### src/design/iou_pkg.sv
package iou_pkg;

  // Field widths of the request and the result.
  localparam int unsigned CoordBits = 16;
  localparam int unsigned IouBits   = 16;

  // Edges at twice the coordinate scale: 2c - s and 2c + s, signed.
  localparam int unsigned EdgeBits  = CoordBits + 3;
  // Overlap on one axis, signed; a positive overlap fits in CoordBits + 1 bits.
  localparam int unsigned OvlBits   = CoordBits + 4;
  localparam int unsigned PosBits   = CoordBits + 1;
  // Product of the two positive overlaps (intersection at four times the area scale).
  localparam int unsigned InterBits = 2 * PosBits;
  // Product of one box's width and height.
  localparam int unsigned ProdBits  = 2 * CoordBits;
  // Sum of both areas, then the union at four times the area scale.
  localparam int unsigned SumBits   = ProdBits + 1;
  localparam int unsigned AreaBits  = SumBits + 2;
  // Partial remainder of the division stays below twice the union.
  localparam int unsigned RemBits   = AreaBits + 1;
  localparam int unsigned QuotBits  = IouBits + 1;

  typedef struct packed {
    logic [CoordBits-1:0] a_center_x;
    logic [CoordBits-1:0] a_center_y;
    logic [CoordBits-1:0] a_width;
    logic [CoordBits-1:0] a_height;
    logic [CoordBits-1:0] b_center_x;
    logic [CoordBits-1:0] b_center_y;
    logic [CoordBits-1:0] b_width;
    logic [CoordBits-1:0] b_height;
  } box_req_t;

  typedef struct packed {
    logic [IouBits:0] iou;
    logic             zero_union;
  } iou_rsp_t;

  // Overlaps together with the sizes that the area stage needs.
  typedef struct packed {
    logic signed [OvlBits-1:0] ox;
    logic signed [OvlBits-1:0] oy;
    logic [CoordBits-1:0]      aw;
    logic [CoordBits-1:0]      ah;
    logic [CoordBits-1:0]      bw;
    logic [CoordBits-1:0]      bh;
  } ovl_t;

  // State of one item as it moves through the divider.
  typedef struct packed {
    logic [RemBits-1:0]  rem;
    logic [AreaBits-1:0] dvs;
    logic [QuotBits-1:0] quot;
    logic                zero;
  } div_t;

endpackage

### src/design/iou_div_stage.sv
module iou_div_stage (
  input  logic          clk_i,
  input  logic          rst_ni,
  input  logic          valid_i,
  output logic          ready_o,
  input  iou_pkg::div_t div_i,
  output logic          valid_o,
  input  logic          ready_i,
  output iou_pkg::div_t div_o
);
  import iou_pkg::*;

  logic               v_q, rdy, ge;
  logic [RemBits-1:0] rem_sub;
  div_t               div_d, div_q;

  assign rdy     = !v_q || ready_i;
  assign ready_o = rdy;
  assign valid_o = v_q;
  assign div_o   = div_q;

  // One restoring step: one quotient bit per stage.
  assign ge      = div_i.rem >= {1'b0, div_i.dvs};
  assign rem_sub = ge ? div_i.rem - {1'b0, div_i.dvs} : div_i.rem;

  always_comb begin
    div_d      = div_i;
    div_d.rem  = {rem_sub[RemBits-2:0], 1'b0};
    div_d.quot = {div_i.quot[QuotBits-2:0], ge && !div_i.zero};
  end

  always_ff @(posedge clk_i or negedge rst_ni) begin
    if (!rst_ni) begin
      v_q <= 1'b0;
    end else if (rdy) begin
      v_q <= valid_i;
    end
  end

  always_ff @(posedge clk_i) begin
    if (rdy && valid_i) div_q <= div_d;
  end

endmodule

### config.mk
export PLATFORM = sky130hd
export DESIGN_NAME = iou_div_stage
export DESIGN_NICKNAME = d
export VERILOG_FILES = /design/src/design/iou_pkg.sv /design/src/design/iou_div_stage.sv
export SDC_FILE = /design/constraint.sdc
export NUM_CORES = 1
export LEC_CHECK = 0
export CORE_ASPECT_RATIO = 1.1
export CORE_UTILIZATION = 30
export CTS_BUF_LIST = sky130_fd_sc_hd__clkbuf_8
export CTS_CLUSTER_DIAMETER = 200
export CTS_CLUSTER_SIZE = 8
export DETAILED_ROUTE_END_ITERATION = 12
export DONT_BUFFER_PORTS = 1
export PLACE_DENSITY_LB_ADDON = 0.3
export SLEW_MARGIN = 40
export SYNTH_ARGS = -nofsm -noshare
export SYNTH_HDL_FRONTEND = slang
export SYNTH_SLANG_ARGS = --single-unit
### constraint.sdc
create_clock -name clk_i -period 2.6 [get_ports clk_i]
set_input_delay 0.13 -clock clk_i [delete_from_list [all_inputs] [get_ports clk_i]]
set_output_delay 0.13 -clock clk_i [all_outputs]
set_load 0.005 [all_outputs]
After elaboration in Yosys (flattened, before gate mapping)

Cells that the tools add are included.

Flip-flop bits (word level): 89
Bits of input ports: 93
Word-level logic and storage cells: 13

Add/subtract/negate cells: 1
Order comparisons: 1
Mux-type cells: 1
Reductions and logical operators: 5

Operators by type and width:

| kind              | number |
|---|---|
| $ge 36x35->1      | 1 |
| $mux 35           | 1 |
| $sub 35x35->35    | 1 |
| $logic_and 1x1->1 | 2 |
| $logic_not 1->1   | 2 |
| $logic_or 1x1->1  | 1 |

Longest topological paths before layout

Word-level depth: 3
Gate-level depth with buffers: 13
Depth with buffers taken out: 11

Worst setup path after synthesis

Ideal clock, no wire load.

Path type: register -> register
Start: reg v_q (netlist: valid_o)
End: reg div_q, in the netlist div_o[0] (enable)
Arrival: 2.568 ns
Required time: 2.143 ns
Setup slack: -0.425 ns
Cell stages (with the launch flop): 3
Path buffers: 0
Clock period less this slack: 3.025 ns
Cell sequence: dfrtp_1 -> nand2b_1 -> and2_1

Longest elaborated chain between the ends: 3

RTL lines:

| what                   | line                | RTL |
|---|---|---|
| from (decl)            | iou_div_stage.sv:13 | `logic v_q, rdy, ge;` |
| from (signal assigned) | iou_div_stage.sv:36 | `v_q <= valid_i;` |
| $logic_not 1->1        | iou_div_stage.sv:17 | `assign rdy = !v_q \|\| ready_i;` |
| $logic_or 1x1->1       | iou_div_stage.sv:17 |  |
| named net ready_o      | iou_div_stage.sv:5  | `output logic ready_o,` |
| $logic_and 1x1->1      | iou_div_stage.sv:41 | `if (rdy && valid_i) div_q <= div_d;` |
| to (signal assigned)   | iou_div_stage.sv:41 |  |
| to (decl)              | iou_div_stage.sv:15 | `div_t div_d, div_q;` |

The timed path passes the listed nets, and every way through them passes these cells.
A chain may end at the register's enable or synchronous reset.

==> flow_summary_export.csv <==
group,metric,value,unit
status,status,"complete, no violations",
drt,ant_nets,0,
worst_setup_path,reg2reg_to,"div_o[71]",
worst_setup_path,slowest_stage,"fa_1",
global_route,grt_pass1_vias,4319,
cells_and_area,utilization,41.2,%
die,die_w,128,microns
worst_setup_path,max_stage_delay,0.41,ns
cts,numCtsBuffers,9,
job,maxCapViolations,0,
die,initial_core_util,30.7,%
placed_design,place_area,0.00598,sq mm
synth,async_flop_share,1.12,%
synth,yosysSeqAreaShare,51.0,%
global_route,grt_pass1_wl,21900,microns
cts,cts_root_buf,"clkbuf_8",
synth,syn-instance-count,487,
cts,cts.clk_slew.worst_paths,0.09,ns
global_route,grt_max_degree,55,
timing,whs,0.0161,ns
timing,final-hold-violation-count,0,
synth,synth_edf_count,88,
timing,finalSetupViolCount,0,
timing,rsz0062_at_grt,"yes",
cells_and_area,register_area,0.00267,sq mm
synth,syn_area,0.00523,sq mm
worst_setup_path,crit_top_cell,"buf_4",
synth,yosysMostFrequentCell,"edfxtp_1",
hold_path,hold_class,"input pin to flip-flop",
power,power_frac_comb,26.7,%
timing,tns,0,ns
global_route,antenna_found_initial,0,
cells_and_area,nets,760,
cells_and_area,fin_cells,870,
cells_and_area,fill_cells,1646,
timing,max_slew_margin,66.1,%
worst_setup_path,path_max_fanout,4,
placed_design,placed_cells,773,
cts,cts_setup_buffers,0,
power,switching_share,28.4,%
power,p_int,2.79,mW
worst_setup_path,r2r_cells,3,
timing,period_share,92.3,%
worst_setup_path,criticalPathCategory,"input pin to flip-flop",
hold_path,holdPathStages,2,
cts,clk_path_buf_depth,2,
die,ios,184,
timing,fin_crit,2.40,ns
timing,worst_pin_slew,0.508,ns
worst_setup_path,crit_path_end_kind,"flip-flop",
drt,vias,4160,
cells_and_area,multi_input_area,0.00229,sq mm
timing,fin_skew,0.0138,ns
synth,synth.ff_latch_count,89,
cts,cts_tree,"built",
drt,drt_wl_total,14400,microns
power,power_frac_seq,46.3,%
hold_path,hold_end,"div_o[65]",
die,fp.dieH,140,microns
die,core_area,0.0170,sq mm
worst_setup_path,startpoint_type,"input pin",
drt,drc_errors,0,
global_route,globalRouteOverflowTotal,0,
placed_design,port_buffers,0,
cells_and_area,finish.instance_area,0.00701,sq mm
hold_path,min_from,"div_i[64]",
timing,slew_violations,0,
worst_setup_path,worstPathCellList,"inv_1, ha_1, fa_1, nand2b_1, a211oi_2, buf_4, nor2_1, o211ai_2, a2111oi_4, buf_4, nor4_2, or3b_1, nand3_1",
timing,fmax,0.417,GHz
cts,insertion_delay,0.38,ns
placed_design,pre_cts_ws,-0.204,ns
synth,synth_top_area_share,50.5,%
worst_setup_path,reg2reg_slack,1.07,ns
timing,postLayoutSetupSlackWorst,0.201,ns
power,ir_drop,237,uV
power,power.switching,1.10,mW
worst_setup_path,required,2.84,ns
die,dieArea,0.0180,sq mm
synth,synth_ff_type,"edfxtp_1",
synth,synth.distinct_cells,56,
global_route,globalRouteTotalUtil,16.0,%
power,power.density,555,mW/mm^2
worst_setup_path,cp.arrival,2.63,ns
cts,htreeDepth,3,
drt,first_pass_iters,4,
cts,cts_sinks,89,
placed_design,routabilityCongestion,0.829,
cells_and_area,area_growth,34.0,%
power,p_clk_share,27.1,%
placed_design,dp_hpwl,10500,microns
synth,yosysTopAreaCell,"edfxtp_1",
worst_setup_path,timing.rr.start,"valid_o",
cells_and_area,drive_above_1_share,16.0,%
synth,synthTopCellsByArea,"edfxtp_1, ha_1, a21oi_1",
power,p_leak,2.83,nW
die,rows,50,
cells_and_area,diodes,0,
synth,yosysWarnings,0,
drt,drtIter0Drc,223,
power,power,3.89,mW
synth,synth_fp_nets,616,
drt,vias_per_cell,4.78,
drt,wl_per_cell,16.6,microns
synth,ys_top_cells_by_count,"edfxtp_1, a21oi_1, inv_1",
synth,syn-mean-instance-area,10.7,sq um
[cells by family after synthesis]
family,synth area share (%)
muxes,1.08
adders and majority gates,8.76
buffers and inverters,5.57
and+or+nand+nor,11.3
AOI/OAI and AO/OA,17.2
xor gates and xnor gates,5.02
other,0.0717
DFF,51.0
[registers in the layout, summed over array words and instances, names as in the netlist]
register,count
div_o,88
valid_o,1
[cell usage in the layout (no fill, tap or decap), types with 9 or more instances in the layout]
master | synthesis | routed
ha_1 | 35 | 35
a21o_1 | 12 | 12
edfxtp_1 | 88 | 88
nor2_1 | 44 | 44
clkbuf_8 | 0 | 9
buf_4 | 4 | 68
a21oi_1 | 62 | 62
xor2_1 | 12 | 12
dlygate4sd3_1 | 0 | 81
inv_1 | 45 | 47
o21ai_0 | 18 | 18
xnor2_1 | 18 | 18
nand2_1 | 25 | 25
nand4_1 | 12 | 12
[power groups by stage]
stage	clock network, mW	logic [mW]	registers (mW)
finish	1.05	1.04	1.80
global route	1.14	1.15	1.81
CTS	1.09	1.04	1.80
detailed placement	0	0.930	1.83
global placement	0	0.917	1.84
floorplan	0	0.620	1.81
[worst max-delay path, delay by kind of cell]
family,cells,cell delay [ns]
adders and majority gates,2,0.62
buffers and inverters,3,0.35
and+or+nand+nor,5,0.89
AOI/OAI and AO/OA,3,0.64
[layer usage]
layer / wire length, microns / vias up / track usage, %
li1: - / 2059 / -
met1: 6330 / 1947 / 19.0
met2: 6850 / 139 / 26.7
met3: 1020 / 15 / 6.11
met4: 211 / 0 / 4.95
met5: 0 / - / 0
[worst max-delay path by stage]
stage,start,to
floorplan,div_i[53],div_o[88]
global placement,div_i[53],div_o[88]
detailed placement,div_i[53],div_o[88]
CTS,div_i[53],div_o[88]
global route,div_i[53],div_o[87]
finish,div_i[53],div_o[87]
[final cells by class]
class                      instances  area share, %
sequential                        89           38.1
timing repair buffer             152           19.7
clock inverter                     7           1.23
clock buffer                       9           1.77
tap                              234           4.18
inverter                          45           2.41
multi-input combinational        334           32.7
[what timing repair did]
| action | 4_1_cts | 5_1_grt |
|---|---|---|
| hold endpoints to repair | 80 | 0 |
| hold buffers | 81 | 0 |
| endpoints found under the setup margin | 0 | 2 |
| resized for setup | 0 | 1 |
(Power assumes the default switching activity.)
