===== config.mk =====
export PLATFORM = sky130hd
export DESIGN_NAME = iou_area
export DESIGN_NICKNAME = d
export VERILOG_FILES = /design/src/design/iou_pkg.sv /design/src/design/iou_area.sv
export SDC_FILE = /design/constraint.sdc
export NUM_CORES = 2
export LEC_CHECK = 0
export ABC_AREA = 1
export CAP_MARGIN = 25
export CORE_UTILIZATION = 40
export CTS_BUF_LIST = sky130_fd_sc_hd__clkbuf_4 sky130_fd_sc_hd__clkbuf_8 sky130_fd_sc_hd__clkbuf_16
export DETAILED_ROUTE_END_ITERATION = 7
export DONT_BUFFER_PORTS = 1
export SLEW_MARGIN = 20
export SYNTH_ARGS = -nofsm -noshare
export SYNTH_HDL_FRONTEND = slang
export SYNTH_SLANG_ARGS = --single-unit

===== constraint.sdc =====
create_clock -name clk_i -period 4.5 [get_ports clk_i]
set_input_delay 0.45 -clock clk_i [delete_from_list [all_inputs] [get_ports clk_i]]
set_output_delay 0.45 -clock clk_i [all_outputs]
set_load 0.01 [all_outputs]

===== src/design/iou_pkg.sv =====
package iou_pkg;

  // Field widths of the request and the result.
  localparam int unsigned CoordBits = 16;
  localparam int unsigned IouBits   = 16;

  // Edges at twice the coordinate scale: 2c - s and 2c + s, signed.
  localparam int unsigned EdgeBits  = CoordBits + 3;
  // Overlap on one axis, signed; a positive overlap fits in CoordBits + 1 bits.
  localparam int unsigned OvlBits   = CoordBits + 4;
  localparam int unsigned PosBits   = CoordBits + 1;
  // Product of the two positive overlaps (intersection at four times the area scale).
  localparam int unsigned InterBits = 2 * PosBits;
  // Product of one box's width and height.
  localparam int unsigned ProdBits  = 2 * CoordBits;
  // Sum of both areas, then the union at four times the area scale.
  localparam int unsigned SumBits   = ProdBits + 1;
  localparam int unsigned AreaBits  = SumBits + 2;
  // Partial remainder of the division stays below twice the union.
  localparam int unsigned RemBits   = AreaBits + 1;
  localparam int unsigned QuotBits  = IouBits + 1;

  typedef struct packed {
    logic [CoordBits-1:0] a_center_x;
    logic [CoordBits-1:0] a_center_y;
    logic [CoordBits-1:0] a_width;
    logic [CoordBits-1:0] a_height;
    logic [CoordBits-1:0] b_center_x;
    logic [CoordBits-1:0] b_center_y;
    logic [CoordBits-1:0] b_width;
    logic [CoordBits-1:0] b_height;
  } box_req_t;

  typedef struct packed {
    logic [IouBits:0] iou;
    logic             zero_union;
  } iou_rsp_t;

  // Overlaps together with the sizes that the area stage needs.
  typedef struct packed {
    logic signed [OvlBits-1:0] ox;
    logic signed [OvlBits-1:0] oy;
    logic [CoordBits-1:0]      aw;
    logic [CoordBits-1:0]      ah;
    logic [CoordBits-1:0]      bw;
    logic [CoordBits-1:0]      bh;
  } ovl_t;

  // State of one item as it moves through the divider.
  typedef struct packed {
    logic [RemBits-1:0]  rem;
    logic [AreaBits-1:0] dvs;
    logic [QuotBits-1:0] quot;
    logic                zero;
  } div_t;

endpackage


===== src/design/iou_area.sv =====
module iou_area (
  input  logic          clk_i,
  input  logic          rst_ni,
  input  logic          valid_i,
  output logic          ready_o,
  input  iou_pkg::ovl_t ovl_i,
  output logic          valid_o,
  input  logic          ready_i,
  output iou_pkg::div_t div_o
);
  import iou_pkg::*;

  logic                 v3_q, v4_q, v5_q, rdy3, rdy4, rdy5;
  logic                 hit;
  logic [InterBits-1:0] inter_d, inter3_q, inter4_q;
  logic [ProdBits-1:0]  pa_d, pb_d, pa_q, pb_q;
  logic [SumBits-1:0]   sum_d, sum_q;
  logic [AreaBits-1:0]  union_d;
  div_t                 div_d, div_q;

  assign rdy5    = !v5_q || ready_i;
  assign rdy4    = !v4_q || rdy5;
  assign rdy3    = !v3_q || rdy4;
  assign ready_o = rdy3;
  assign valid_o = v5_q;
  assign div_o   = div_q;

  // Both overlaps must be non-negative for the boxes to intersect.
  assign hit     = !ovl_i.ox[OvlBits-1] && !ovl_i.oy[OvlBits-1];
  assign inter_d = hit ? ovl_i.ox[PosBits-1:0] * ovl_i.oy[PosBits-1:0] : '0;
  assign pa_d    = ovl_i.aw * ovl_i.ah;
  assign pb_d    = ovl_i.bw * ovl_i.bh;
  assign sum_d   = {1'b0, pa_q} + {1'b0, pb_q};
  assign union_d = {sum_q, 2'b00} - AreaBits'(inter4_q);

  always_comb begin
    div_d.rem  = RemBits'(inter4_q);
    div_d.dvs  = union_d;
    div_d.quot = '0;
    div_d.zero = (union_d == '0);
  end

  always_ff @(posedge clk_i or negedge rst_ni) begin
    if (!rst_ni) begin
      v3_q <= 1'b0;
      v4_q <= 1'b0;
      v5_q <= 1'b0;
    end else begin
      if (rdy3) v3_q <= valid_i;
      if (rdy4) v4_q <= v3_q;
      if (rdy5) v5_q <= v4_q;
    end
  end

  always_ff @(posedge clk_i) begin
    if (rdy3 && valid_i) begin
      inter3_q <= inter_d;
      pa_q     <= pa_d;
      pb_q     <= pb_d;
    end
    if (rdy4 && v3_q) begin
      inter4_q <= inter3_q;
      sum_q    <= sum_d;
    end
    if (rdy5 && v4_q) div_q <= div_d;
  end

endmodule


== After elaboration in Yosys (flattened, before gate mapping) ==
Cells that the tools add are included.

* Register bits: 238
* Bits in latches: 0
* Bits in writable memories: 0
* Memory bits (read-only): 0
* Input bits: 108
* Output and inout port bits: 91
* Word-level logic and storage cells: 29
* Memories: 0

* $add $sub $neg: 2
* $mul: 3
* Div/mod/pow operators: 0
* $lt $le $gt $ge: 0
* Eq/ne operators: 0
* Shifts and indexed selects: 0
* Multiplexer cells: 0
* Bitwise gates (word level): 0
* Reduce and logical (&&, ||, !) cells: 13

{| class="wikitable"
|+ Operators by type and width
! cell !! number
|-
| multiplier 16 x 16 -> 32 bit || 2
|-
| zero test 35 bit || 1
|-
| subtractor 35 x 34 -> 35 bit || 1
|-
| multiplier 17 x 17 -> 34 bit || 1
|-
| adder 32 x 32 -> 33 bit || 1
|-
| zero test 1 bit || 5
|-
| logical AND 1 bit || 4
|-
| logical OR 1 bit || 3
|}

== Longest topological paths before layout ==
* Depth after elaboration: 5
* Depth in mapped cells: 30
* Mapped depth without buffers: 28

== Worst setup path before layout ==
OpenSTA, ideal clock, no wires.

* Kind: in2reg
* From: in ovl_i[23] (netlist bit)
* To: reg pb_q[29], data pin
* Setup time: 258 ps
* Arrival time: 5,482 ps
* Data required time: 4,242 ps
* Setup slack: -1,240 ps
* Cell stages on the path: 26
* Buffers on the path: 2
* Cell sequence: clkbuf_1 clkbuf_1 nand2_1 fa_1 inv_1 fa_1 inv_1 fa_1 inv_1 fa_1 fa_1 inv_1 fa_1 inv_1 ha_1 nand2_1 nand2_1 a31oi_1 nand2_1 nand2_1 nand3_1 a21o_1 nand2_1 inv_1 o21ai_0 nand2_1

* Word-level cells in the longest chain between the ends: 1

{| class="wikitable"
|+ RTL lines
! element !! RTL line !! RTL
|-
| start, declared || iou_area.sv:6 || <nowiki>input iou_pkg::ovl_t ovl_i,</nowiki>
|-
| multiplier 16 x 16 -> 32 bit || iou_area.sv:32 || <nowiki>assign pb_d = ovl_i.bw * ovl_i.bh;</nowiki>
|-
| net pb_d[29] || iou_area.sv:16 || <nowiki>logic [ProdBits-1:0] pa_d, pb_d, pa_q, pb_q;</nowiki>
|-
| end signal, assigned || iou_area.sv:59 || <nowiki>pb_q <= pb_d;</nowiki>
|-
| end, declared || iou_area.sv:16 ||
|}

The timed path passes the listed nets, and every way through them passes these cells.
A chain may end at the register's enable or synchronous reset.

== Worst setup path after layout ==
* From: in ovl_i[80] (netlist bit)
* To: reg inter3_q[32], data pin

* Word-level cells in the longest chain between the ends: 1

{| class="wikitable"
|+ RTL lines
! element !! RTL line !! RTL
|-
| multiplier 17 x 17 -> 34 bit || iou_area.sv:30 || <nowiki>assign inter_d = hit ? ovl_i.ox[PosBits-1:0] * ovl_i.oy[PosBits-1:0] : '0;</nowiki>
|-
| end signal, assigned || iou_area.sv:57 || <nowiki>inter3_q <= inter_d;</nowiki>
|-
| end, declared || iou_area.sv:15 || <nowiki>logic [InterBits-1:0] inter_d, inter3_q, inter4_q;</nowiki>
|}

No other way between the ends.

==> results.yml <==
global_route:
  globalRouteOverflowTotal: 0
  antenna_found_initial: 1
  grt_pass1_wl_um: 164000
  track_usage: 0.207
  first_global_vias: 31300
  grt_max_degree: 70
hold_path:
  min_path_type: "primary input to register"
timing:
  hold_ws_ns: 0.0984
  setup_viol: 47
  min_period_over_period: 1.06
  min_period_ns: 4.77
  maxSlewHeadroom: 0.405
  finalHoldViolations: 0
  timing.fmax_mhz: 210
  tightestPinTransition_ns: 0.892
  maxSlewViolCount: 0
  setup_slack_ns: -0.266
  rsz0062_at_grt: "yes"
  clock_skew_ns: 0.0131
run:
  drv_cap: 0
place:
  io_buffers: 0
  dp_hpwl_um: 82800
  dp.cells: 6149
  dpl_worst_slack_ns: -0.882
  gp_congestion: 0.912
cells_and_area:
  antenna_cells: 0
  layout-drive-gt1-share: 0.146
  fillers: 9374
  stdcell_count: 6224
  synthToLayoutAreaGrowth_pct: 14.7
  post-route-util: 0.464
  nets: 6031
critical_path:
  timing.reg2reg.setup_slack_ns: 1.69
  crit_family: "adder cells"
  end_kind: "register"
  cp-start-kind: "primary input"
  slowest_stage: "fa_2"
  worstPathRequired_ns: 4.79
  cp.arrival_ns: 5.05
  cp_max_fo: 17
  path_class: "primary input to register"
  worst_path_most_repeated_cell: "fa_1"
  crit_chain: "nand2_2 > inv_2 > fa_1 > fa_1 > fa_2 > fa_2 > fa_1 > fa_1 > ha_4 > a21oi_2 > o21ai_0 > a21oi_1 > nand3_2 > a31oi_2 > nand2_1 > nand2_1 > nor2_2"
  cpPeakStageDelay_ns: 0.63
  crit_buf_inv: 1
cts:
  path_clk_slew_ns: 0.06
  htree_levels: 1
  cts_tree: "yes"
  numCtsBuffers: 25
  cts_sinks: 237
  cts_root_buf: "clkbuf_16"
  clkLatencyLatePin_ns: 0.54
  clk_path_buf_depth: 3
routing:
  drt-total-wl_um: 100000
  detail_route.wl_per_cell_um: 16.1
  drc: 22
  first_pass_iters: 7
  num_vias: 29900
  ant_nets: 0
  viasPerCell: 4.80
  initialDrtViolationCount: 1646
outcome:
  status: "finished, violations left"
  violations: "DRC, setup timing"
floorplanning:
  die_y_um: 315
  dieArea_mm2: 0.0993
  die_w_um: 315
  core.rowCount: 114
  io_pins: 199
  initial_core_util: 0.405
  core-area_mm2: 0.0969
synthesis:
  yosysSeqAreaShare: 0.181
  ys.flop_type: "edfxtp_1"
  yosys_warnings: 0
  synthDistinctLibCells: 43
  synth.avg_cell_area_um2: 8.12
  async_flop_share: 0.0127
  syn_inst: 4830
  syn_area_mm2: 0.0392
  synth_edf_count: 234
  ys_ff_latch: 237
==> cells by family (layout without fill, tap and decap cells) <==
family	count (synthesis)	after routing	synth area share
AND/OR/NAND/NOR	1630	1630	0.166
other	1	19	0.0000957
XOR/XNOR	88	88	0.0197
AO/OA/AOI/OAI	358	358	0.0506
adder cells (fa/ha/maj)	994	994	0.435
buffers and inverters	1522	1622	0.148
flip-flops	237	237	0.181
==> synth_stat cells (20+ instances only) <==
cell type  number  share of area
nand2_2        24         0.0038
nand3_1        70         0.0089
fa_1          613           0.31
edfxtp_1      234           0.18
nor3_1         25         0.0032
xnor2_1        31         0.0069
ha_1          381           0.12
o21ai_0        90          0.011
a21oi_1       186          0.024
clkbuf_1      199          0.019
xor2_1         57          0.013
nand2_1      1262           0.12
nand3b_1       24         0.0046
buf_4          20         0.0038
inv_1        1302           0.12
nor2_1        194          0.019
==> path summary, 6_finish.rpt <==
path                                       startpoint                          to  cells after the start
setup reg to reg                    pb_q[0]$_DFFE_PP_         sum_q[24]$_DFFE_PP_                      9
hold reg to reg            inter3_q[26]$_SDFFCE_PN0P_      inter4_q[26]$_DFFE_PP_                      0
min in group asynchronous                      rst_ni            v3_q$_DFFE_PN0N_                      1
setup / recovery                            ovl_i[80]  inter3_q[32]$_SDFFCE_PN0P_                     17
hold / removal                              ovl_i[16]           pb_q[0]$_DFFE_PP_                      2
max in group asynchronous                      rst_ni         valid_o$_DFFE_PN0P_                      1
==> layout by cell type, fill, tap and decap left out, types with 9 or more instances in the layout <==
master	count
inv_1	1236
nand2_1	1181
fa_1	594
ha_1	341
buf_4	242
edfxtp_1	234
nor2_1	161
a21oi_1	125
nand2_2	71
nand3_1	59
inv_2	56
o21ai_0	52
xor2_1	49
a21oi_2	42
ha_4	38
buf_6	29
xnor2_1	27
clkbuf_16	25
nand2_4	24
o21ai_1	24
nand3b_1	24
nor2_2	23
a21oi_4	20
fa_2	19
conb_1	19
o21ai_2	17
nand3_2	17
nor3_1	17
a21o_1	15
nand4_1	14
nor2_4	13
o21bai_1	13
nand2_8	10
inv_4	10
o21a_1	9
==> metrics by stage <==
step           setup TNS (ns)  cell area [um2]
2_1_floorplan          -35.91            41300
3_3_place_gp           -39.77            42600
3_5_place_dp           -41.35            42600
4_1_cts                 -4.65            44200
5_1_grt                -14.38            45000
6_report                -6.37            45000
==> timing repair <==
| action | in CTS | in global routing |
|---|---|---|
| gates resized for setup | 181 | 171 |
| pin swaps | 107 | 115 |
| hold buffers | 1 | 0 |
| endpoints found under the setup margin | 48 | 57 |
| setup buffers | 15 | 21 |
| endpoints found under the hold margin | 3 | 0 |
==> final cells by class <==
class | instances | area (um2) | share of cell area
Multi-Input combinational cell | 3089 | 28300 | 0.630
Tap cell | 1276 | 1600 | 0.0355
Inverter | 1303 | 4920 | 0.109
Sequential cell | 237 | 7100 | 0.158
Timing Repair Buffer | 273 | 2170 | 0.0483
Clock buffer | 30 | 669 | 0.0149
Clock inverter | 16 | 153 | 0.00339
==> state kept, by name (all words and copies together) (netlist names) <==
register,cells
div_o,69
inter3_q,34
inter4_q,34
pa_q,32
pb_q,32
sum_q,33
v3_q,1
v4_q,1
valid_o,1
==> layer usage <==
layer | part of all wire | vias up | global-route usage
met3 | 0.057 | 124 | 0.0326
met5 | 0 | - | 0
met4 | 0.024 | 0 | 0.0466
li1 | - | 14400 | -
met1 | 0.45 | 14600 | 0.283
met2 | 0.47 | 722 | 0.345
Power is not shown: default switching activity piles up to over one toggle a cycle in this logic, so the estimate is an artifact.
