$ cat src/design/iou_pkg.sv
package iou_pkg;

  // Field widths of the request and the result.
  localparam int unsigned CoordBits = 16;
  localparam int unsigned IouBits   = 16;

  // Edges at twice the coordinate scale: 2c - s and 2c + s, signed.
  localparam int unsigned EdgeBits  = CoordBits + 3;
  // Overlap on one axis, signed; a positive overlap fits in CoordBits + 1 bits.
  localparam int unsigned OvlBits   = CoordBits + 4;
  localparam int unsigned PosBits   = CoordBits + 1;
  // Product of the two positive overlaps (intersection at four times the area scale).
  localparam int unsigned InterBits = 2 * PosBits;
  // Product of one box's width and height.
  localparam int unsigned ProdBits  = 2 * CoordBits;
  // Sum of both areas, then the union at four times the area scale.
  localparam int unsigned SumBits   = ProdBits + 1;
  localparam int unsigned AreaBits  = SumBits + 2;
  // Partial remainder of the division stays below twice the union.
  localparam int unsigned RemBits   = AreaBits + 1;
  localparam int unsigned QuotBits  = IouBits + 1;

  typedef struct packed {
    logic [CoordBits-1:0] a_center_x;
    logic [CoordBits-1:0] a_center_y;
    logic [CoordBits-1:0] a_width;
    logic [CoordBits-1:0] a_height;
    logic [CoordBits-1:0] b_center_x;
    logic [CoordBits-1:0] b_center_y;
    logic [CoordBits-1:0] b_width;
    logic [CoordBits-1:0] b_height;
  } box_req_t;

  typedef struct packed {
    logic [IouBits:0] iou;
    logic             zero_union;
  } iou_rsp_t;

  // Overlaps together with the sizes that the area stage needs.
  typedef struct packed {
    logic signed [OvlBits-1:0] ox;
    logic signed [OvlBits-1:0] oy;
    logic [CoordBits-1:0]      aw;
    logic [CoordBits-1:0]      ah;
    logic [CoordBits-1:0]      bw;
    logic [CoordBits-1:0]      bh;
  } ovl_t;

  // State of one item as it moves through the divider.
  typedef struct packed {
    logic [RemBits-1:0]  rem;
    logic [AreaBits-1:0] dvs;
    logic [QuotBits-1:0] quot;
    logic                zero;
  } div_t;

endpackage

$ cat src/design/iou_overlap.sv
module iou_overlap (
  input  logic              clk_i,
  input  logic              rst_ni,
  input  logic              valid_i,
  output logic              ready_o,
  input  iou_pkg::box_req_t req_i,
  output logic              valid_o,
  input  logic              ready_i,
  output iou_pkg::ovl_t     ovl_o
);
  import iou_pkg::*;

  typedef struct packed {
    logic signed [EdgeBits-1:0] l1x, r1x, l2x, r2x;
    logic signed [EdgeBits-1:0] l1y, r1y, l2y, r2y;
    logic [CoordBits-1:0]       aw, ah, bw, bh;
  } edge_t;

  edge_t edge_d, edge_q;
  logic  v1_q, v2_q, rdy1, rdy2;
  ovl_t  ovl_d, ovl_q;

  function automatic logic signed [EdgeBits-1:0] lo_edge(logic [CoordBits-1:0] c,
                                                         logic [CoordBits-1:0] s);
    lo_edge = $signed({2'b00, c, 1'b0}) - $signed({3'b000, s});
  endfunction

  function automatic logic signed [EdgeBits-1:0] hi_edge(logic [CoordBits-1:0] c,
                                                         logic [CoordBits-1:0] s);
    hi_edge = $signed({2'b00, c, 1'b0}) + $signed({3'b000, s});
  endfunction

  function automatic logic signed [OvlBits-1:0] overlap(logic signed [EdgeBits-1:0] l1,
                                                        logic signed [EdgeBits-1:0] r1,
                                                        logic signed [EdgeBits-1:0] l2,
                                                        logic signed [EdgeBits-1:0] r2);
    logic signed [EdgeBits-1:0] lft, rgt;
    lft = (l1 > l2) ? l1 : l2;
    rgt = (r1 < r2) ? r1 : r2;
    overlap = OvlBits'(rgt) - OvlBits'(lft);
  endfunction

  assign rdy2    = !v2_q || ready_i;
  assign rdy1    = !v1_q || rdy2;
  assign ready_o = rdy1;
  assign valid_o = v2_q;
  assign ovl_o   = ovl_q;

  always_comb begin
    edge_d.l1x = lo_edge(req_i.a_center_x, req_i.a_width);
    edge_d.r1x = hi_edge(req_i.a_center_x, req_i.a_width);
    edge_d.l2x = lo_edge(req_i.b_center_x, req_i.b_width);
    edge_d.r2x = hi_edge(req_i.b_center_x, req_i.b_width);
    edge_d.l1y = lo_edge(req_i.a_center_y, req_i.a_height);
    edge_d.r1y = hi_edge(req_i.a_center_y, req_i.a_height);
    edge_d.l2y = lo_edge(req_i.b_center_y, req_i.b_height);
    edge_d.r2y = hi_edge(req_i.b_center_y, req_i.b_height);
    edge_d.aw  = req_i.a_width;
    edge_d.ah  = req_i.a_height;
    edge_d.bw  = req_i.b_width;
    edge_d.bh  = req_i.b_height;
  end

  always_comb begin
    ovl_d.ox = overlap(edge_q.l1x, edge_q.r1x, edge_q.l2x, edge_q.r2x);
    ovl_d.oy = overlap(edge_q.l1y, edge_q.r1y, edge_q.l2y, edge_q.r2y);
    ovl_d.aw = edge_q.aw;
    ovl_d.ah = edge_q.ah;
    ovl_d.bw = edge_q.bw;
    ovl_d.bh = edge_q.bh;
  end

  always_ff @(posedge clk_i or negedge rst_ni) begin
    if (!rst_ni) begin
      v1_q <= 1'b0;
      v2_q <= 1'b0;
    end else begin
      if (rdy1) v1_q <= valid_i;
      if (rdy2) v2_q <= v1_q;
    end
  end

  always_ff @(posedge clk_i) begin
    if (rdy1 && valid_i) edge_q <= edge_d;
    if (rdy2 && v1_q) ovl_q <= ovl_d;
  end

endmodule

$ cat config.mk
export PLATFORM = sky130hd
export DESIGN_NAME = iou_overlap
export DESIGN_NICKNAME = d
export VERILOG_FILES = /design/src/design/iou_pkg.sv /design/src/design/iou_overlap.sv
export SDC_FILE = /design/constraint.sdc
export NUM_CORES = 1
export LEC_CHECK = 0
export BUFFER_PORTS_ARGS = -buffer_cell sky130_fd_sc_hd__buf_2
export CORE_ASPECT_RATIO = 1.2
export CORE_MARGIN = 2
export CORE_UTILIZATION = 35
export DETAILED_ROUTE_END_ITERATION = 8
export RECOVER_POWER = 25
export SLEW_MARGIN = 40
export SYNTH_ARGS = -nofsm -noshare
export SYNTH_HDL_FRONTEND = slang
export SYNTH_SLANG_ARGS = --single-unit
$ cat constraint.sdc
create_clock -name clk_i -period 5.7 [get_ports clk_i]
set_clock_uncertainty 0.1 [all_clocks]
set_input_delay 0.285 -clock clk_i [delete_from_list [all_inputs] [get_ports clk_i]]
set_output_delay 0.285 -clock clk_i [all_outputs]
set_load 0.01 [all_outputs]
* Word level (Yosys, flattened, before mapping)
Index checks and enable logic that the tools add are counted.
** Word-level totals
- Register bits after elaboration :: 322
- Output and inout bits :: 106
- Logic and storage cells :: 44
** Cells by class
- Add/subtract/negate cells :: 10
- Magnitude comparators :: 4
- Muxes and demuxes :: 4
- Reductions and logical operators :: 6
** Operators with widths (number)
- $mux W19 :: 4
- $add A17 B16 Y18 :: 4
- $sub A17 B16 Y18 :: 4
- $sub A19 B19 Y20 :: 2
- $gt A19 B19 Y1 :: 2
- $lt A19 B19 Y1 :: 2
- $logic_and A1 B1 Y1 :: 2
- $logic_not A1 Y1 :: 2
- $logic_or A1 B1 Y1 :: 2

* Longest topological paths before layout
Gate-level depths: netlist (run 1).
- Depth after elaboration :: 4
- Gate-level depth with buffers :: 21
- Gate-level depth less buffers :: 19

* Worst setup path before layout (run 1)
OpenSTA, ideal clock, no wires.
- Path kind :: flip-flop to flip-flop
- Start :: register v2_q (netlist: valid_o)
- End :: register edge_q[100] (netlist name) (enable)
- Setup time :: 585 ps
- Data arrival time :: 5197 ps
- Required time :: 5015 ps
- Slack :: -183 ps
- Stages on the path, launching flop included :: 3
- Path buffers :: 0
- Period minus slack after synthesis :: 5883 ps
- Cells stage by stage :: dfrtp_1 > nand3b_1 > and2_1
** On the way
- Cells in the longest elaborated chain, start to end :: 4
** RTL lines
- start, declared :: RTL line iou_overlap.sv:20 : logic v1_q, v2_q, rdy1, rdy2;
- start signal, assigned :: RTL line iou_overlap.sv:79 : if (rdy2) v2_q <= v1_q;
- $logic_not A1 Y1 :: RTL line iou_overlap.sv:43 : assign rdy2 = !v2_q || ready_i;
- $logic_or A1 B1 Y1 :: RTL line iou_overlap.sv:43
- $logic_or A1 B1 Y1 :: RTL line iou_overlap.sv:44 : assign rdy1 = !v1_q || rdy2;
- named net ready_o :: RTL line iou_overlap.sv:5 : output logic ready_o,
- $logic_and A1 B1 Y1 :: RTL line iou_overlap.sv:84 : if (rdy1 && valid_i) edge_q <= edge_d;
- end signal, assigned :: RTL line iou_overlap.sv:84
- end, declared :: RTL line iou_overlap.sv:19 : edge_t edge_d, edge_q;
The timed path passes the listed nets, and every way through them passes these cells.
A chain may end at the register's enable or synchronous reset.

==> results of run 1 <==
==> cells in the final DEF (no fill, tap or decap), types with 7 or more instances in the layout <==
| master | instances |
|---|---|
| edfxtp_1 | 304 |
| ha_1 | 228 |
| inv_1 | 199 |
| buf_2 | 138 |
| nor2_1 | 118 |
| a21oi_1 | 99 |
| clkbuf_1 | 99 |
| xnor2_1 | 75 |
| dlygate4sd3_1 | 69 |
| nand2_1 | 64 |
| o21ai_0 | 58 |
| nor3_1 | 48 |
| xor2_1 | 47 |
| o21a_1 | 40 |
| mux2i_1 | 39 |
| clkbuf_16 | 37 |
| mux2_2 | 36 |
| nor2b_1 | 31 |
| a21o_1 | 23 |
| a211oi_1 | 23 |
| nand3_1 | 23 |
| or3_1 | 23 |
| nand4_1 | 19 |
| nand2b_1 | 18 |
| a31oi_1 | 17 |
| and3_1 | 14 |
| o21bai_1 | 13 |
| nor4_1 | 12 |
| o31a_1 | 10 |
| fa_1 | 10 |
| a311oi_1 | 9 |
| o211ai_1 | 8 |
| clkinv_1 | 8 |
| nor3b_1 | 8 |
| buf_4 | 8 |
| o31ai_1 | 7 |
| bufinv_16 | 7 |
==> logic make-up (layout without fill, tap and decap cells) <==
family                     count (synthesis)  count (layout)
AOI/OAI and AO/OA                        367             367
xor gates and xnor gates                 122             122
adders and majority gates                238             238
buffers and inverters                    258             579
DFF                                      306             306
muxes                                     77              77
other                                      0               1
and+or+nand+nor                          406             406
==> sequential cells by signal, indices dropped and copies added, names as in the netlist <==
signal,flops
v1_q,1
ovl_o,104
edge_q,200
valid_o,1
==> critical path: cells and delay by family, from the launching register on <==
| kind | cells | cell delay [ns] |
|---|---|---|
| mux | 1 | 0.25 |
| simple gates | 4 | 1.06 |
| xor+xnor | 1 | 0.16 |
| buf+inv | 2 | 0.39 |
| compound gates | 6 | 1.72 |
| flops | 1 | 0.40 |
| fa+ha+maj | 2 | 0.68 |
==> routing by layer <==
metal,vias to the layer above,track usage,routed length [um]
met2,345,0.325,26600
met3,98,0.0256,1960
met4,2,0.0586,1640
met5,-,0,11
met1,6708,0.181,19000
li1,7019,-,-
==> per-stage QoR <==
stage          setup slack [ns]  power [mW]  instances
6_report                  0.680        8.13       2823
5_1_grt                   0.396        8.63       2823
4_1_cts                   0.599        8.26       2822
3_5_place_dp              0.596        5.73       2690
3_3_place_gp              0.710        5.66       2689
2_1_floorplan              1.47        4.94       1774
==> worst paths after layout <==
kind                              from           to  slack (ns)  cells after the start
hold reg to reg              edge_q[8]     ovl_o[8]        0.32                      0
setup reg to reg           edge_q[176]   ovl_o[103]        0.68                     16
hold / removal               req_i[63]  edge_q[175]        0.07                      2
max in group asynchronous       rst_ni         v1_q        4.85                      3
min in group asynchronous       rst_ni      valid_o        0.52                      3
setup / recovery           edge_q[176]   ovl_o[103]        0.68                     16
==> power by group through the flow <==
stage / Clock [mW] / Combinational (mW) / Sequential, mW
floorplan: 0 / 1.75 / 3.19
CTS: 2.53 / 2.64 / 3.09
global route: 2.61 / 2.89 / 3.12
finish: 2.46 / 2.59 / 3.09
detailed placement: 0 / 2.59 / 3.14
global placement: 0 / 2.53 / 3.13
==> cell type report <==
type,instances,share of cell area
tap,727,0.0388
antenna,1,0.000107
inverter,200,0.0320
clock buffer,37,0.0395
sequential,306,0.391
timing repair buffer,316,0.0790
multi-input combinational,1210,0.406
clock inverter,26,0.0134
==> results.json, run 1 <==
{
  "status": "completed",
  "synth-edff-count": 304,
  "synth_ff_type": "edfxtp_1",
  "synth_area_per_cell_sq_um": 11.1,
  "synth_top_family_by_area": "adder cells",
  "grtUsageTotal": 0.168,
  "rows": 95,
  "yosys-top-cells-count": "edfxtp_1, ha_1, inv_1",
  "slew_violations": 0,
  "slew_headroom": 0.469,
  "grt_pass1_wl_mm": 76.1,
  "synthSimpleGateAreaFrac": 0.104,
  "clkSlewWorstSetupHoldPaths_ns": 0.05,
  "syn-num-nets": 2144,
  "synth-xor-area-share": 0.0542,
  "synthMuxAreaShare": 0.0426,
  "clock_path_buffers": 3,
  "cts_buffers": 37,
  "ios": 238,
  "p_int_mw": 5.56,
  "synth_area_leader_cell": "edfxtp_1",
  "wirelength_mm": 49.2,
  "gp_congestion": 0.885,
  "startpoint_type": "register",
  "initial_core_util": 0.353,
  "peakVddDrop_mv": 0.262,
  "power_switching_mw": 2.57,
  "post-cts-setup-buffers": 0,
  "synthTopCellsByArea": "edfxtp_1, ha_1, inv_1",
  "htreeDepth": 2,
  "grt_setup_unrepaired": "false",
  "critPathMaxFanout": 8,
  "drive_gt1_frac": 0.130,
  "die_w_um": 221,
  "grt_max_degree": 101,
  "drv_cap": 0,
  "via_count": 14200,
  "antenna_found_initial": 2,
  "syn-cell-area_sq_um": 19700,
  "clock-root-buffer": "clkbuf_16",
  "die_area_sq_um": 58300,
  "final_nets": 2441,
  "end_kind": "register",
  "p_seq_frac": 0.380,
  "power_frac_clock": 0.302,
  "cts_hold_buf": 69,
  "post-dp-hpwl_mm": 38.8,
  "grt_pass1_vias": 14700,
  "cts_resized": 0,
  "syn2layout_area_growth_pct": 19.0,
  "core-area_sq_um": 55900,
  "crit_arrival_ns": 5.19,
  "ys_warn_count": 0,
  "yosysUniqueCellTypes": 83,
  "synth.yosys.seq_area_share": 0.466,
  "cts_tree": "built",
  "finalSetupTns_ns": 0,
  "multi_input_area_sq_um": 9530,
  "post_dp_cell_area_sq_um": 21700,
  "post-route-period-util": 0.881,
  "synth_top_area_share": 0.463,
  "worst_pin_slew_ns": 0.792,
  "design_area_sq_um": 23500,
  "fmax_ghz": 0.199,
  "finalHoldViolCount": 0,
  "drtIter0Drc": 812,
  "min_period_ns": 5.02,
  "clk_latency_ns": 0.54,
  "netlist_instances": 1774,
  "grt_overflow_total": 0,
  "cts_sinks": 306,
  "synth_compound_area_frac": 0.128,
  "setup_viol": 0,
  "crit_path_max_incr_delay_ns": 0.62,
  "yosys_register_bits": 306,
  "route.detailed.drc": 0,
  "async_flop_share": 0.00654,
  "combPwrFrac": 0.318,
  "crit_type": "reg -> reg",
  "wl_per_cell_um": 17.4,
  "swShare": 0.316,
  "hold_class": "in -> reg",
  "synthAdderAreaFrac": 0.155,
  "yosysMostFrequentCell": "edfxtp_1",
  "cp_slowest_cell": "o211ai_1",
  "p_leak_nw": 9.74,
  "register_area_sq_um": 9180,
  "portBuffers": 237,
  "power_density_nw_per_um2": 347,
  "whs_ns": 0.0654,
  "vias_per_cell": 5.02,
  "fillers": 5302,
  "worstPathCellList": "inv_1 -> ha_1 -> nand4_1 -> nor4_1 -> a21oi_1 -> o211ai_1 -> buf_4 -> mux2i_1 -> ha_1 -> and3_1 -> a221o_1 -> a21o_1 -> nor2b_1 -> a221oi_1 -> a21oi_1 -> xor2_1",
  "drt_first_pass_iters": 5,
  "die_h_um": 264,
  "worstPathRequired_ns": 5.87,
  "antenna_left": 0,
  "postLayoutCoreUtil": 0.420
}
(Power assumes the default switching activity.)
==> run 2, diff against run 1 <==
--- a/config.mk
+++ b/config.mk
@@ -5,6 +5,7 @@
 export SDC_FILE = /design/constraint.sdc
 export NUM_CORES = 1
 export LEC_CHECK = 0
+export ABC_AREA = 1
 export BUFFER_PORTS_ARGS = -buffer_cell sky130_fd_sc_hd__buf_2
 export CORE_ASPECT_RATIO = 1.2
 export CORE_MARGIN = 2
==> run 2 against run 1 <==
Setup slack better by 0.37 ns. Count of clock-buffer cells in the layout is 6 higher. Largest power group is now combinational logic. Critical path type unchanged. Routed wire length is 15% higher. Clock power is 2% lower. Die area is 2.3% higher. Utilization is 0.14 points lower. Power is 8.7% higher. Global-route usage is 2.1 points higher. Largest cell class unchanged. Critical path depth is 1 higher.
==> results.json, run 2 <==
{
  "ios": 238,
  "grt_overflow_total": 0,
  "p_seq_frac": 0.362,
  "hold_class": "in -> reg",
  "finalPower_mw": 8.84,
  "cts_sinks": 306,
  "p_leak_nw": 10.7,
  "crit_arrival_ns": 4.91,
  "power_density_nw_per_um2": 370,
  "vias_per_cell": 4.86,
  "hold_path_startpoint": "req_i[112]",
  "power_switching_mw": 3.26,
  "grt_pass1_vias": 15900,
  "swShare": 0.369,
  "gp_congestion": 0.921,
  "hold_depth": 3,
  "worstPathRequired_ns": 5.96,
  "synth_area_per_cell_sq_um": 9.71,
  "grtUsageTotal": 0.189,
  "initial_core_util": 0.353,
  "diodes": 0,
  "combPwrFrac": 0.365,
  "slew_headroom": 0.489,
  "yosys_register_bits": 306,
  "synth.yosys.seq_area_share": 0.455,
  "reg2reg_from": "edge_q[187]",
  "grt_pass1_wl_mm": 85.9,
  "clock_path_buffers": 3,
  "cp-startpoint": "edge_q[187]",
  "busiest_layer": "met2",
  "cts_resized": 0,
  "ys_warn_count": 0,
  "largest_reg_flops": 200,
  "grt_setup_unrepaired": "false",
  "syn2layout_area_growth_pct": 18.4,
  "peakVddDrop_mv": 0.260,
  "synthTopCellsByArea": "edfxtp_1, ha_1, nand2_1",
  "worst_pin_slew_ns": 0.766,
  "wirelength_mm": 56.8,
  "power_frac_clock": 0.273,
  "finalSetupTns_ns": 0,
  "fmax_ghz": 0.215,
  "antenna_found_initial": 2,
  "rows": 96,
  "post_dp_cell_area_sq_um": 22100,
  "status": "completed",
  "final_nets": 2762,
  "drive_gt1_frac": 0.130,
  "synth_top_area_share": 0.453,
  "grtUsageMet2": 0.356,
  "use_met3": 0.0284,
  "drtIter0Drc": 788,
  "startpoint_type": "register",
  "grt_max_degree": 124,
  "synth-edff-count": 304,
  "layout_commonest_cell": "nand2_1",
  "syn-cell-area_sq_um": 20200,
  "post-dp-hpwl_mm": 45.3,
  "min_period_ns": 4.65,
  "syn-num-nets": 2448,
  "design_area_sq_um": 23900,
  "fillers": 5554,
  "yosysMostFrequentCell": "nand2_1",
  "cts_hold_buf": 72,
  "met1_usage": 0.194,
  "die_h_um": 267,
  "crit_type": "reg -> reg",
  "clk_latency_ns": 0.55,
  "die_w_um": 223,
  "drv_cap": 0,
  "top_register": "edge_q",
  "cts_tree": "built",
  "post-route-period-util": 0.816,
  "via_count": 15300,
  "setup_viol": 0,
  "clkSlewWorstSetupHoldPaths_ns": 0.06,
  "slew_violations": 0,
  "drt_first_pass_iters": 5,
  "clock-root-buffer": "clkbuf_16",
  "htreeDepth": 2,
  "cts_buffers": 38,
  "die_area_sq_um": 59600,
  "p_int_mw": 5.58,
  "portBuffers": 237,
  "most-common-layout-cells": "nand2_1, inv_1, edfxtp_1",
  "synth_area_leader_cell": "edfxtp_1",
  "finalHoldViolCount": 0,
  "core-area_sq_um": 57100,
  "post-cts-setup-buffers": 0,
  "worstRegToRegCells": 17,
  "wl_per_cell_um": 18.0,
  "critPathMaxFanout": 36,
  "route.detailed.drc": 0,
  "yosys-top-cells-count": "nand2_1, inv_1, edfxtp_1",
  "async_flop_share": 0.00654,
  "end_kind": "register",
  "yosysUniqueCellTypes": 44,
  "antenna_left": 0,
  "synth_ff_type": "edfxtp_1",
  "netlist_instances": 2078
}
==> run 2: worst paths after layout <==
| kind | end | slack (ns) |
|---|---|---|
| worst max-delay path | ovl_o[100] | 1.05 |
| worst min-delay path | edge_q[179] | 0.1 |
| worst max register to register | ovl_o[100] | 1.05 |
| worst min register to register | ovl_o[1] | 0.32 |
| max in group asynchronous | valid_o | 4.87 |
| min in group asynchronous | v1_q | 0.50 |
==> run 2: power groups by stage <==
stage               logic [mW]  clock network, mW  registers [mW]
global placement          3.19                  0            3.25
global route              3.59               2.58            3.24
finish                    3.22               2.41            3.20
floorplan                 2.11                  0            3.31
detailed placement        3.21                  0            3.25
CTS                       3.27               2.50            3.21
==> run 2: layout make-up <==
type	count	area (sq um)	area share
clock buffers	43	1030	0.0433
clock inverters	25	204	0.00854
inverters	339	1280	0.0538
multi-input cells	1393	9440	0.395
flip-flops and latches	306	9180	0.384
well taps	735	920	0.0385
repair buffers	314	1820	0.0762
==> run 2: cells by family (layout without fill, tap and decap cells) <==
family	after synthesis	after routing	synth area share
xor+xnor	142	142	0.0617
buf+inv	379	721	0.0773
simple gates	598	598	0.129
fa+ha+maj	238	238	0.151
compound gates	415	415	0.126
flops	306	306	0.455
==> run 2: metal layers <==
metal | share of wire | vias to the layer above | wire length, um
met4 | 0.068 | 4 | 3830
li1 | - | 7660 | -
met1 | 0.37 | 7182 | 21300
met5 | 0.00041 | - | 23
met3 | 0.037 | 132 | 2070
met2 | 0.52 | 341 | 29600
==> run 2: worst max-delay path, cell delays in order, from the launching register on <==
cell and delay [ns]:
edfxtp_1 0.46, ha_1 0.34, a21oi_1 0.18, o21ai_0 0.13, o21ai_0 0.45, nand3_2 0.64, a21oi_1 0.34, ha_1 0.19
inv_1 0.11, fa_1 0.49, nand3_1 0.11, nand2_1 0.08, nand3_1 0.08, nand2_1 0.13, nand3_1 0.10, nand2_1 0.11
a21oi_1 0.17, xor2_1 0.25
==> run 2: per-stage QoR <==
| step | utilization | worst slack (ns) | hold slack, ns | std cells |
|---|---|---|---|---|
| after detailed placement | 0.387 | 0.966 | -0.0269 | 3015 |
| final | 0.419 | 1.05 | 0.0956 | 3155 |
| after global placement | 0.386 | 0.993 | -0.0298 | 3015 |
| after CTS | 0.421 | 0.950 | 0.0514 | 3155 |
| after floorplan | - | 0.465 | -0.111 | 2078 |
| after global routing | 0.419 | 0.733 | 0.0640 | 3155 |
==> run 3, diff against run 2 <==
--- a/config.mk
+++ b/config.mk
@@ -5,7 +5,7 @@
 export SDC_FILE = /design/constraint.sdc
 export NUM_CORES = 1
 export LEC_CHECK = 0
-export ABC_AREA = 1
+export ABC_AREA = 0
 export BUFFER_PORTS_ARGS = -buffer_cell sky130_fd_sc_hd__buf_2
 export CORE_ASPECT_RATIO = 1.2
 export CORE_MARGIN = 2
==> constraint.sdc (replaced) <==
create_clock -name clk_i -period 4.66 [get_ports clk_i]
set_clock_uncertainty 0.1 [all_clocks]
set_input_delay 0.233 -clock clk_i [delete_from_list [all_inputs] [get_ports clk_i]]
set_output_delay 0.233 -clock clk_i [all_outputs]
set_load 0.01 [all_outputs]
==> run 3 against run 2 <==
Via count is 5.9% lower. First-iteration DRC count shrank 0.89%. Die area decreased by 2.2%. Design area up 0.85%. Non-clock buffer count increased by 65. Clock power increased by 28%. Sequential share of layout area fell by 0.33 points. Flip-flop and latch count stayed put. Fmax grew 5.0%. Final cell count fell by 8.4%. Combinational power is 7.1% higher. Critical endpoint is now ovl_o[103].
==> results.json, run 3 (synthesized netlist as in run 1, its figures left out) <==
{
  "status": "completed",
  "r2r_end": "ovl_o[103]",
  "rrSetupSlack_ns": 0.23,
  "ios": 238,
  "syn2layout_area_growth_pct": 22.2,
  "die_h_um": 264,
  "p_int_mw": 7.04,
  "clock_path_buffers": 3,
  "most-common-layout-cells": "edfxtp_1, ha_1, inv_1",
  "p_seq_frac": 0.366,
  "slew_headroom": 0.397,
  "worst_pin_slew_ns": 0.899,
  "htreeDepth": 2,
  "startpoint_type": "register",
  "post-route-period-util": 0.951,
  "antenna_left": 0,
  "largest_reg_flops": 200,
  "p_leak_nw": 10.1,
  "grt_overflow_total": 0,
  "hold_class": "in -> reg",
  "die_area_sq_um": 58300,
  "drt_first_pass_iters": 5,
  "hold_depth": 3,
  "antenna_found_initial": 3,
  "core-area_sq_um": 55900,
  "finalHoldViolCount": 0,
  "worstPathRequired_ns": 4.83,
  "final_nets": 2505,
  "cp_slowest_cell": "edfxtp_1",
  "worstPathCellList": "inv_1 -> ha_1 -> nor2b_1 -> o21a_1 -> o21a_1 -> o211ai_1 -> a21oi_2 -> o221ai_4 -> buf_4 -> buf_4 -> mux2_2 -> ha_1 -> and3_1 -> a221o_1 -> a21o_1 -> nor2b_1 -> a221oi_2 -> a21oi_1 -> xor2_1",
  "crit_type": "reg -> reg",
  "clkSlewWorstSetupHoldPaths_ns": 0.06,
  "cts_sinks": 306,
  "crit_path_max_incr_delay_ns": 0.38,
  "fmax_ghz": 0.226,
  "cp-startpoint": "edge_q[141]",
  "dp_cells": 2745,
  "grt_pass1_vias": 14900,
  "end_kind": "register",
  "wirelength_mm": 50.5,
  "combPwrFrac": 0.335,
  "peakVddDrop_mv": 0.289,
  "drtIter0Drc": 781,
  "crit_arrival_ns": 4.60,
  "holdPathEnd": "edge_q[103]",
  "critPathMaxFanout": 4,
  "via_count": 14400,
  "vias_per_cell": 4.98,
  "power_density_nw_per_um2": 428,
  "grt_pass1_wl_mm": 77.1,
  "initial_core_util": 0.353,
  "top_register": "edge_q",
  "rows": 95,
  "cts_tree": "built",
  "clock-root-buffer": "clkbuf_16",
  "post-dp-hpwl_mm": 39.3,
  "swShare": 0.317,
  "layout_commonest_cell": "edfxtp_1",
  "setup_viol": 0,
  "power_frac_clock": 0.299,
  "clk_latency_ns": 0.55,
  "grt_max_degree": 101,
  "drv_cap": 0,
  "worstRegToRegCells": 19,
  "drive_gt1_frac": 0.161,
  "reg2reg_from": "edge_q[141]",
  "finalPower_mw": 10.3,
  "route.detailed.drc": 0,
  "portBuffers": 237,
  "hold_path_startpoint": "req_i[96]",
  "slew_violations": 0,
  "cts_buffers": 38,
  "grtUsageTotal": 0.171,
  "layoutNonFillerInstCount": 2891,
  "die_w_um": 221,
  "gp_congestion": 0.850,
  "wl_per_cell_um": 17.5,
  "power_switching_mw": 3.26,
  "min_period_ns": 4.43
}
## run 3: cell count changes in the layout (fill, tap and decap cells not counted), sizes merged, moves of 66 or more
cell   change
a21oi     -84
buf       +66
inv      -139
nand2    -281
o21ai     -94
xor2      -81
## run 3: what timing repair did
item	4_1_cts	5_1_grt
hold endpoints to repair	71	0
pin swaps	2	6
resized for setup	3	17
buffers inserted	3	2
hold buffers	72	0
setup endpoints to repair	8	14
## run 3: final cells by class
type,instances,area [sq um]
Timing Repair Buffer,379,2340
Sequential cell,306,9180
Multi-Input combinational cell,1210,9610
Fill cell,5359,31800
Inverter,200,751
Antenna cell,1,2.50
Clock buffer,43,991
Tap cell,727,910
Clock inverter,25,300
## run 3: worst max-delay path by stage
stage,endpoint,cells past startpoint
after CTS,ovl_o[103],15
after global routing,ovl_o[101],19
after detailed placement,ovl_o[103],15
final,ovl_o[103],19
after global placement,ovl_o[103],15
after floorplan,ovl_o[103],18
## run 3: critical path, delay by kind of cell (launching register included)
kind,cells,cell delay [ns]
flops,1,0.38
xor+xnor,1,0.16
mux,1,0.33
buf+inv,3,0.34
compound gates,9,1.81
simple gates,3,0.47
fa+ha+maj,2,0.56
## run 3: stage by stage
stage | setup slack (ns) | hold WS (ns) | TNS (ns) | area, sq um | utilization
6_report | 0.230 | 0.0456 | 0 | 24100 | 0.431
5_1_grt | -0.0559 | 0.0347 | -0.0871 | 24100 | 0.431
2_1_floorplan | 0.433 | -0.163 | 0 | 19700 | -
3_3_place_gp | -0.0596 | -0.0823 | -0.160 | 22100 | 0.395
3_5_place_dp | -0.177 | -0.0782 | -0.667 | 22100 | 0.395
4_1_cts | 0.00875 | 0.00574 | 0 | 24100 | 0.432
## run 3: layer usage
metal | global-route usage | part of all wire | wire length (um)
met1 | 0.181 | 0.38 | 19200
met4 | 0.0564 | 0.029 | 1480
met2 | 0.334 | 0.54 | 27500
met5 | 0 | 0.00048 | 24
met3 | 0.0304 | 0.046 | 2300
## run 3: power by group through the flow
stage                     Combinational, mW  Clock [mW]  Sequential, mW
after global placement                 3.30           0            3.82
final                                  3.45        3.08            3.77
after floorplan                        2.14           0            3.90
after CTS                              3.46        3.19            3.78
after detailed placement               3.37           0            3.83
after global routing                   3.83        3.29            3.81
